`src/hdl/bcd_clock_with_autorepeat_set_macros.svh`:
```
// assertion macros for the bcd clock with auto-repeat set buttons
// used by the top level; no other dependencies

`ifndef BCD_CLOCK_WITH_AUTOREPEAT_SET_MACROS_SVH
`define BCD_CLOCK_WITH_AUTOREPEAT_SET_MACROS_SVH

// condition holds at every clock edge outside reset
`define BCD_ASSERT_ALWAYS(label, clk, rst, cond, msg) \
  label: assert property (@(posedge clk) disable iff (rst) (cond)) else $error(msg);

// consequence holds in the cycle after the antecedent
`define BCD_ASSERT_NEXT(label, clk, rst, ante, cons, msg) \
  label: assert property (@(posedge clk) disable iff (rst) (ante) |=> (cons)) else $error(msg);

`endif

```
`src/hdl/bcd_clk_pkg.sv`:
```
// types, codes and digit update functions of the bcd clock
// no dependencies; imported by the top level
`timescale 1ns / 1ps
`default_nettype none

package bcd_clk_pkg;

  // event codes carried in the operation field
  typedef enum logic [1:0] {
    OP_SECOND = 2'd0,
    OP_SCAN   = 2'd1,
    OP_PRESS  = 2'd2
  } op_t;

  // configuration register indexes
  typedef enum logic [1:0] {
    CFG_INITIAL_DELAY = 2'd0,
    CFG_REPEAT_AT     = 2'd1,
    CFG_REPEAT_RELOAD = 2'd2
  } cfg_idx_t;

  localparam int unsigned CfgIndexWidth = 2;
  localparam int unsigned TickWidth     = 7;

  localparam logic [TickWidth-1:0] InitialDelayReset = 7'd20;
  localparam logic [TickWidth-1:0] RepeatAtReset     = 7'd100;
  localparam logic [TickWidth-1:0] RepeatReloadReset = 7'd21;

  typedef struct packed {
    logic [1:0] operation;
    logic       minute_button;
    logic       hour_button;
  } in_item_t;

  typedef struct packed {
    logic [1:0] hour_tens;
    logic [3:0] hour_ones;
    logic [2:0] minute_tens;
    logic [3:0] minute_ones;
    logic [5:0] seconds;
    logic       colon_on;
    logic       scanning;
    logic [6:0] seg_hour_tens;
    logic [6:0] seg_hour_ones;
    logic [6:0] seg_minute_tens;
    logic [6:0] seg_minute_ones;
  } out_item_t;

  // time of day as bcd digits plus seconds
  typedef struct packed {
    logic [1:0] hour_tens;
    logic [3:0] hour_ones;
    logic [2:0] minute_tens;
    logic [3:0] minute_ones;
    logic [5:0] seconds;
  } clk_time_t;

  // segments a..g in bits 0..6, codes above nine blank
  function automatic logic [6:0] seg_decode(input logic [3:0] digit);
    logic [6:0] seg;
    unique case (digit)
      4'd0:    seg = 7'h3F;
      4'd1:    seg = 7'h06;
      4'd2:    seg = 7'h5B;
      4'd3:    seg = 7'h4F;
      4'd4:    seg = 7'h66;
      4'd5:    seg = 7'h6D;
      4'd6:    seg = 7'h7D;
      4'd7:    seg = 7'h07;
      4'd8:    seg = 7'h7F;
      4'd9:    seg = 7'h6F;
      default: seg = 7'h00;
    endcase
    return seg;
  endfunction

  function automatic clk_time_t wrap_hours(input clk_time_t t_in);
    clk_time_t t;
    t = t_in;
    if (t.hour_ones >= 4'd10) begin
      t.hour_ones = 4'd0;
      t.hour_tens = t.hour_tens + 2'd1;
    end
    if (t.hour_tens == 2'd2 && t.hour_ones == 4'd4) begin
      t.hour_tens = 2'd0;
      t.hour_ones = 4'd0;
    end
    return t;
  endfunction

  // set-button minute step: clears seconds, no carry into hours
  function automatic clk_time_t step_minutes(input clk_time_t t_in);
    clk_time_t t;
    t = t_in;
    t.minute_ones = t.minute_ones + 4'd1;
    t.seconds     = 6'd0;
    if (t.minute_ones >= 4'd10) begin
      t.minute_ones = 4'd0;
      t.minute_tens = t.minute_tens + 3'd1;
    end
    if (t.minute_tens >= 3'd6) begin
      t.minute_ones = 4'd0;
      t.minute_tens = 3'd0;
    end
    return t;
  endfunction

  function automatic clk_time_t step_hours(input clk_time_t t_in);
    clk_time_t t;
    t = t_in;
    t.hour_ones = t.hour_ones + 4'd1;
    return wrap_hours(t);
  endfunction

  // one step of the held button, minute button first
  function automatic clk_time_t step_button(input clk_time_t t_in, input logic minute_held);
    clk_time_t t;
    if (minute_held) begin
      t = step_minutes(t_in);
    end else begin
      t = step_hours(t_in);
    end
    return t;
  endfunction

  // one second of running time with full carry chain
  function automatic clk_time_t second_tick(input clk_time_t t_in);
    clk_time_t t;
    t = t_in;
    t.seconds = t.seconds + 6'd1;
    if (t.seconds >= 6'd60) begin
      t.seconds     = 6'd0;
      t.minute_ones = t.minute_ones + 4'd1;
    end
    if (t.minute_ones >= 4'd10) begin
      t.minute_ones = 4'd0;
      t.minute_tens = t.minute_tens + 3'd1;
    end
    if (t.minute_tens >= 3'd6) begin
      t.minute_tens = 3'd0;
      t.hour_ones   = t.hour_ones + 4'd1;
    end
    return wrap_hours(t);
  endfunction

endpackage

`default_nettype wire

```
`src/hdl/bcd_clock_with_autorepeat_set.sv`:
```
// top level of the 24-hour bcd clock with auto-repeat set buttons
// depends on bcd_clk_pkg and bcd_clock_with_autorepeat_set_macros.svh
`timescale 1ns / 1ps
`default_nettype none
`include "bcd_clock_with_autorepeat_set_macros.svh"

// 24-hour bcd clock driven by events. every input item is one event
// (second tick, button scan tick or button press edge) and gives exactly
// one result item showing the time, colon, scan flag and seven-segment
// patterns after that event. the clock state and the result register are
// updated in the cycle the item is accepted, so an item can be taken every
// cycle and its result appears in the next cycle; the single output register
// decides the rate, and in_ready only drops while a result sits unread
// with out_ready low. a press edge starts the scan and clears the scan
// counter; scan ticks with a button held step the minutes (which clears
// the seconds, no carry into the hours) or the hours, first at
// initial_delay_ticks and then at repeat_at_ticks, after which the counter
// reloads from repeat_reload. the minute button wins when both are held.
// configuration writes are always taken (cfg_ready is tied high); an
// index past the last register is dropped.
module bcd_clock_with_autorepeat_set (
  input  wire logic                                     clk,
  input  wire logic                                     rst,
  input  wire logic                                     in_valid,
  output logic                                          in_ready,
  input  wire bcd_clk_pkg::in_item_t                    in_item,
  output logic                                          out_valid,
  input  wire logic                                     out_ready,
  output bcd_clk_pkg::out_item_t                        out_item,
  input  wire logic                                     cfg_valid,
  output logic                                          cfg_ready,
  input  wire logic [bcd_clk_pkg::CfgIndexWidth-1:0]    cfg_index,
  input  wire logic [bcd_clk_pkg::TickWidth-1:0]        cfg_data
);
  import bcd_clk_pkg::*;

  // configuration registers
  logic [TickWidth-1:0] initial_delay_ticks;
  logic [TickWidth-1:0] repeat_at_ticks;
  logic [TickWidth-1:0] repeat_reload;

  // clock state
  clk_time_t            tm;
  clk_time_t            tm_next;
  logic                 colon_state;      // 1 means colon off
  logic                 colon_state_next;
  logic [TickWidth-1:0] scan_count;
  logic [TickWidth-1:0] scan_count_next;
  logic                 scan_active;
  logic                 scan_active_next;

  logic      in_fire;
  logic      out_fire;
  clk_time_t tm_step;
  logic      held;

  assign cfg_ready = 1'b1;
  assign out_fire  = out_valid && out_ready;
  // output register frees up in the same cycle it is read
  assign in_ready  = !out_valid || out_ready;
  assign in_fire   = in_valid && in_ready;
  assign held      = in_item.minute_button || in_item.hour_button;

  // scan tick step logic: both compares use the count before reload,
  // so equal thresholds give two steps in one tick
  always_comb begin
    tm_step = tm;
    if (scan_count == initial_delay_ticks) begin
      tm_step = step_button(tm_step, in_item.minute_button);
    end
    if (scan_count == repeat_at_ticks) begin
      tm_step = step_button(tm_step, in_item.minute_button);
    end
  end

  // next state for the accepted event
  always_comb begin
    tm_next          = tm;
    colon_state_next = colon_state;
    scan_count_next  = scan_count;
    scan_active_next = scan_active;
    unique case (in_item.operation)
      OP_SECOND: begin
        tm_next          = second_tick(tm);
        colon_state_next = !colon_state;
      end
      OP_SCAN: begin
        // ignored while the scan is stopped
        if (scan_active) begin
          if (held) begin
            tm_next = tm_step;
            if (scan_count == repeat_at_ticks) begin
              scan_count_next = repeat_reload + 7'd1;
            end else begin
              scan_count_next = scan_count + 7'd1;
            end
          end else begin
            // count still advances on the tick that stops the scan
            scan_active_next = 1'b0;
            scan_count_next  = scan_count + 7'd1;
          end
        end
      end
      OP_PRESS: begin
        scan_active_next = 1'b1;
        scan_count_next  = '0;
      end
      default: begin
        // unused code, no change
      end
    endcase
  end

  // configuration writes
  always_ff @(posedge clk) begin
    if (rst) begin
      initial_delay_ticks <= InitialDelayReset;
      repeat_at_ticks     <= RepeatAtReset;
      repeat_reload       <= RepeatReloadReset;
    end else if (cfg_valid && cfg_ready) begin
      unique case (cfg_index)
        CFG_INITIAL_DELAY: initial_delay_ticks <= cfg_data;
        CFG_REPEAT_AT:     repeat_at_ticks     <= cfg_data;
        CFG_REPEAT_RELOAD: repeat_reload       <= cfg_data;
        default: begin
          // no register at this index
        end
      endcase
    end
  end

  // clock state and result valid flag
  always_ff @(posedge clk) begin
    if (rst) begin
      tm          <= '0;
      colon_state <= 1'b1;
      scan_count  <= '0;
      scan_active <= 1'b0;
      out_valid   <= 1'b0;
    end else begin
      if (in_fire) begin
        tm          <= tm_next;
        colon_state <= colon_state_next;
        scan_count  <= scan_count_next;
        scan_active <= scan_active_next;
        out_valid   <= 1'b1;
      end else if (out_fire) begin
        out_valid   <= 1'b0;
      end
    end
  end

  // result payload, loaded with the state after the event
  always_ff @(posedge clk) begin
    if (in_fire) begin
      out_item.hour_tens       <= tm_next.hour_tens;
      out_item.hour_ones       <= tm_next.hour_ones;
      out_item.minute_tens     <= tm_next.minute_tens;
      out_item.minute_ones     <= tm_next.minute_ones;
      out_item.seconds         <= tm_next.seconds;
      out_item.colon_on        <= !colon_state_next;
      out_item.scanning        <= scan_active_next;
      out_item.seg_hour_tens   <= seg_decode({2'b00, tm_next.hour_tens});
      out_item.seg_hour_ones   <= seg_decode(tm_next.hour_ones);
      out_item.seg_minute_tens <= seg_decode({1'b0, tm_next.minute_tens});
      out_item.seg_minute_ones <= seg_decode(tm_next.minute_ones);
    end
  end

  // time never leaves 00:00:00 .. 23:59:59
  `BCD_ASSERT_ALWAYS(a_time_range, clk, rst, (tm.hour_tens < 2'd2 || (tm.hour_tens == 2'd2 && tm.hour_ones < 4'd4)) && tm.hour_ones < 4'd10 && tm.minute_tens < 3'd6 && tm.minute_ones < 4'd10 && tm.seconds < 6'd60, "time out of range")
  // a press edge starts the scan from zero
  `BCD_ASSERT_NEXT(a_press_starts_scan, clk, rst, in_fire && in_item.operation == OP_PRESS, scan_active && scan_count == 7'd0, "press edge did not start scan")
  // scan ticks while stopped leave the time alone
  `BCD_ASSERT_NEXT(a_idle_scan_hold, clk, rst, in_fire && in_item.operation == OP_SCAN && !scan_active, $stable(tm) && !scan_active, "stopped scan changed state")
  // each accepted item shows up with the state it produced
  `BCD_ASSERT_NEXT(a_result_tracks_state, clk, rst, in_fire, out_valid && out_item.seconds == tm.seconds && out_item.scanning == scan_active && out_item.colon_on == !colon_state, "result does not match state")

endmodule

`default_nettype wire

```
`config.mk`:
```
export PLATFORM = sky130hd
export DESIGN_NAME = bcd_clock_with_autorepeat_set
export DESIGN_NICKNAME = d
export VERILOG_FILES = /design/src/hdl/bcd_clk_pkg.sv /design/src/hdl/bcd_clock_with_autorepeat_set.sv
export VERILOG_INCLUDE_DIRS = /design/src /design/src/hdl
export SDC_FILE = /design/constraint.sdc
export NUM_CORES = 1
export LEC_CHECK = 0
export ABC_AREA = 1
export BUFFER_PORTS_ARGS = -buffer_cell sky130_fd_sc_hd__buf_2
export CORE_MARGIN = 2
export CORE_UTILIZATION = 38
export DETAILED_ROUTE_END_ITERATION = 8
export PLACE_DENSITY = 0.66
export SYNTH_ARGS = -nofsm -noshare
export SYNTH_HDL_FRONTEND = slang
export SYNTH_SLANG_ARGS = --single-unit
```
`constraint.sdc`:
```
create_clock -name clk -period 10.7 [get_ports clk]
set_input_delay 2.14 -clock clk [delete_from_list [all_inputs] [get_ports clk]]
set_output_delay 2.14 -clock clk [all_outputs]
set_load 0.02 [all_outputs]
```
==> flow_summary_export.csv <==
group,metric,value,unit
status,status,"complete, no violations",
yosys,synth_area_per_cell,7.42,sq um
cts,cts-resized-gates,0,
sta,setup_viol,0,
yosys,synth_edf_count,46,
yosys,synth_ff_type,"dfxtp_1",
place,dpl.cell_count,1118,
power,clkPwrFrac,0.327,
global_route,grt_pass1_wl,24800,um
yosys,netlist_area,6350,sq um
yosys,yosysTopAreaCell,"edfxtp_1",
global_route,gr-total-overflow,0,
cts,clockBufferDepth,2,
critical_path,arrival,5.40,ns
sta,hold_viol,0,
power,ir_drop,0.0747,mV
yosys,synth_seq_cells,96,
final_layout,layout-drive-gt1-share,0.141,
sta,fin_skew,0.0110,ns
yosys,yosysMostFrequentCell,"nand2_1",
yosys,synth_commonest_cells,"219 x nand2_1, 101 x inv_1, 73 x nand3_1",
global_route,grt_max_degree,67,
final_layout,stdcell_count,1134,
sta,tightestPinTransition,0.991,ns
route,firstDrtPassIters,8,
place,dpl.hpwl,11000,um
critical_path,cp-start-kind,"input port",
power,power,989,uW
floorplan,start_util,0.386,
cts,holdBufCountCts,0,
final_layout,nNetsFinal,960,
global_route,grt_usage,0.172,
flow_run,max_cap_viol_count,0,
yosys,async_flop_share,0,
route,postRouteAntennaNets,0,
cts,numCtsBuffers,9,
cts,cts_tree,"done",
cts,h-tree-depth,3,
worst_hold_path,worstHoldPathType,"register to register",
power,p_seq_frac,0.445,
power,powerDensity,139,nW/um^2
cts,clkTransAtPathRegs,0.07,ns
floorplan,io_pins,70,
floorplan,die_h,133,um
yosys,syn_inst,856,
sta,setup_tns,0,ns
place,place_area,6840,sq um
final_layout,layout.filler_cells,1710,
route,wl_per_cell,13.2,um
cts,cts_setup_buffers,0,
power,intPower,673,uW
route,post_drt_via_cell_ratio,4.90,
sta,min_period,5.29,ns
final_layout,diodes,0,
floorplan,core-area,16500,sq um
sta,fin_crit_sh,0.495,
power,netSwitchingFraction,0.320,
final_layout,final_cell_area,7130,sq um
place,portBuffers,67,
critical_path,crit_type,"input port to register",
sta,max_slew_margin,0.339,
cts,cts-root-buf,"clkbuf_16",
final_layout,synthToLayoutAreaGrowth,12.3,%
critical_path,cp.required,10.81,ns
sta,max_freq,189,MHz
critical_path,critPathMaxFanout,15,
cts,cts_num_sinks,96,
route,wl,14900,um
yosys,yosysWarnings,0,
place,gp_congestion,0.894,
global_route,grt_pass1_vias,5023,
yosys,synthDominantCellAreaShare,0.218,
sta,drv_slew,0,
sta,grt_setup_unrepaired,"no",
power,p_switching,316,uW
yosys,yosysUniqueCellTypes,45,
yosys,ys_top_cells_by_area,"edfxtp_1 22%, dfxtp_1 16%, nand2_1 13%",
yosys,yosysSeqAreaShare,0.375,
route,drt_iter0_markers,324,
cts,clk_latency,0.35,ns
floorplan,rows,47,
power,power_frac_comb,0.228,
global_route,antenna_found_initial,1,
route,drc,0,
route,vias,5560,
critical_path,worstSetupEndpointType,"register",
floorplan,die_width,133,um
power,cellLeakagePower,3.35,nW
floorplan,design.die.area,17800,sq um
-- routing by layer --
metal | share of wire | track usage | routed length, um | up-vias
met5 | 0 | 0 | 0 | -
met3 | 0.065 | 0.0327 | 977 | 18
li1 | - | - | - | 2898
met1 | 0.48 | 0.236 | 7130 | 2469
met4 | 0.019 | 0.0626 | 290 | 0
met2 | 0.44 | 0.269 | 6550 | 175
-- final timing paths --
check | from | endpoint | slack, ns | cells after the start
setup / recovery | in_item[1] | out_item[10]$_DFFE_PP_ | 5.41 | 21
hold / removal | repeat_reload[6]$_SDFFE_PP0P_ | repeat_reload[6]$_SDFFE_PP0P_ | 0.48 | 2
setup reg to reg | tm[7]$_SDFFE_PP0P_ | out_item[10]$_DFFE_PP_ | 6.35 | 27
hold reg to reg | repeat_reload[6]$_SDFFE_PP0P_ | repeat_reload[6]$_SDFFE_PP0P_ | 0.48 | 2
-- state kept, by name (all words and copies together) (netlist names) --
register,cells
tm,19
repeat_at_ticks,7
out_item,46
repeat_reload,7
scan_count,7
out_valid,1
scan_active,1
initial_delay_ticks,7
colon_state,1
-- per-stage QoR --
stage                     utilization  hold slack, ns  setup WS [ns]
after floorplan                     -           0.448           5.99
after global placement          0.415           0.465           5.19
after detailed placement        0.415           0.470           5.06
after CTS                       0.433           0.481           5.44
after global routing            0.433           0.503           5.05
final                           0.433           0.479           5.41
-- power groups by stage --
stage	sequential (mW)	combinational (mW)	clock, mW
after floorplan	0.468	0.147	0
after global placement	0.448	0.223	0
after detailed placement	0.448	0.225	0
after CTS	0.440	0.226	0.333
after global routing	0.443	0.256	0.347
final	0.440	0.225	0.323
-- worst max-delay path, stage by stage --
cell	delay (ns)
buf_2	0.24
nand3_1	0.39
nor2_1	0.20
nand2_1	0.08
nand2_1	0.20
ha_1	0.29
nor2_1	0.12
nand3_2	0.13
nand3_2	0.12
nand2_1	0.06
nand2_1	0.11
nand3_1	0.12
inv_1	0.08
o21ai_1	0.05
nand2_1	0.07
nand2_1	0.05
o21ai_1	0.31
inv_1	0.18
ha_1	0.34
nand2_1	0.08
nand2_1	0.05
-- cells by family after synthesis --
logic type                 Yosys count  share of synthesized area
adders and majority gates           33                     0.0650
buffers and inverters              133                     0.0844
AOI/OAI and AO/OA                  142                      0.127
and+or+nand+nor                    416                      0.299
other                                1                   0.000591
xor gates and xnor gates            35                     0.0495
DFF                                 96                      0.375
-- layout by cell type (no fill, tap or decap), types with 8 or more instances in the layout --
cell / n
nand2_1: 219
inv_1: 100
nand3_1: 73
nor2_1: 67
buf_2: 67
o21ai_0: 62
dfxtp_1: 50
edfxtp_1: 46
a21oi_1: 44
ha_1: 33
xor2_1: 26
nand2_2: 19
clkbuf_16: 9
xnor2_1: 8
-- layout make-up --
cell class	instances	area, sq um	share of cell area
multi-input combinational	628	3430	0.482
inverter	105	394	0.0553
tap	220	275	0.0386
clock inverter	7	68.8	0.00965
sequential	96	2380	0.334
clock buffer	9	225	0.0316
timing repair buffer	69	350	0.0491
(Power assumes the default switching activity.)
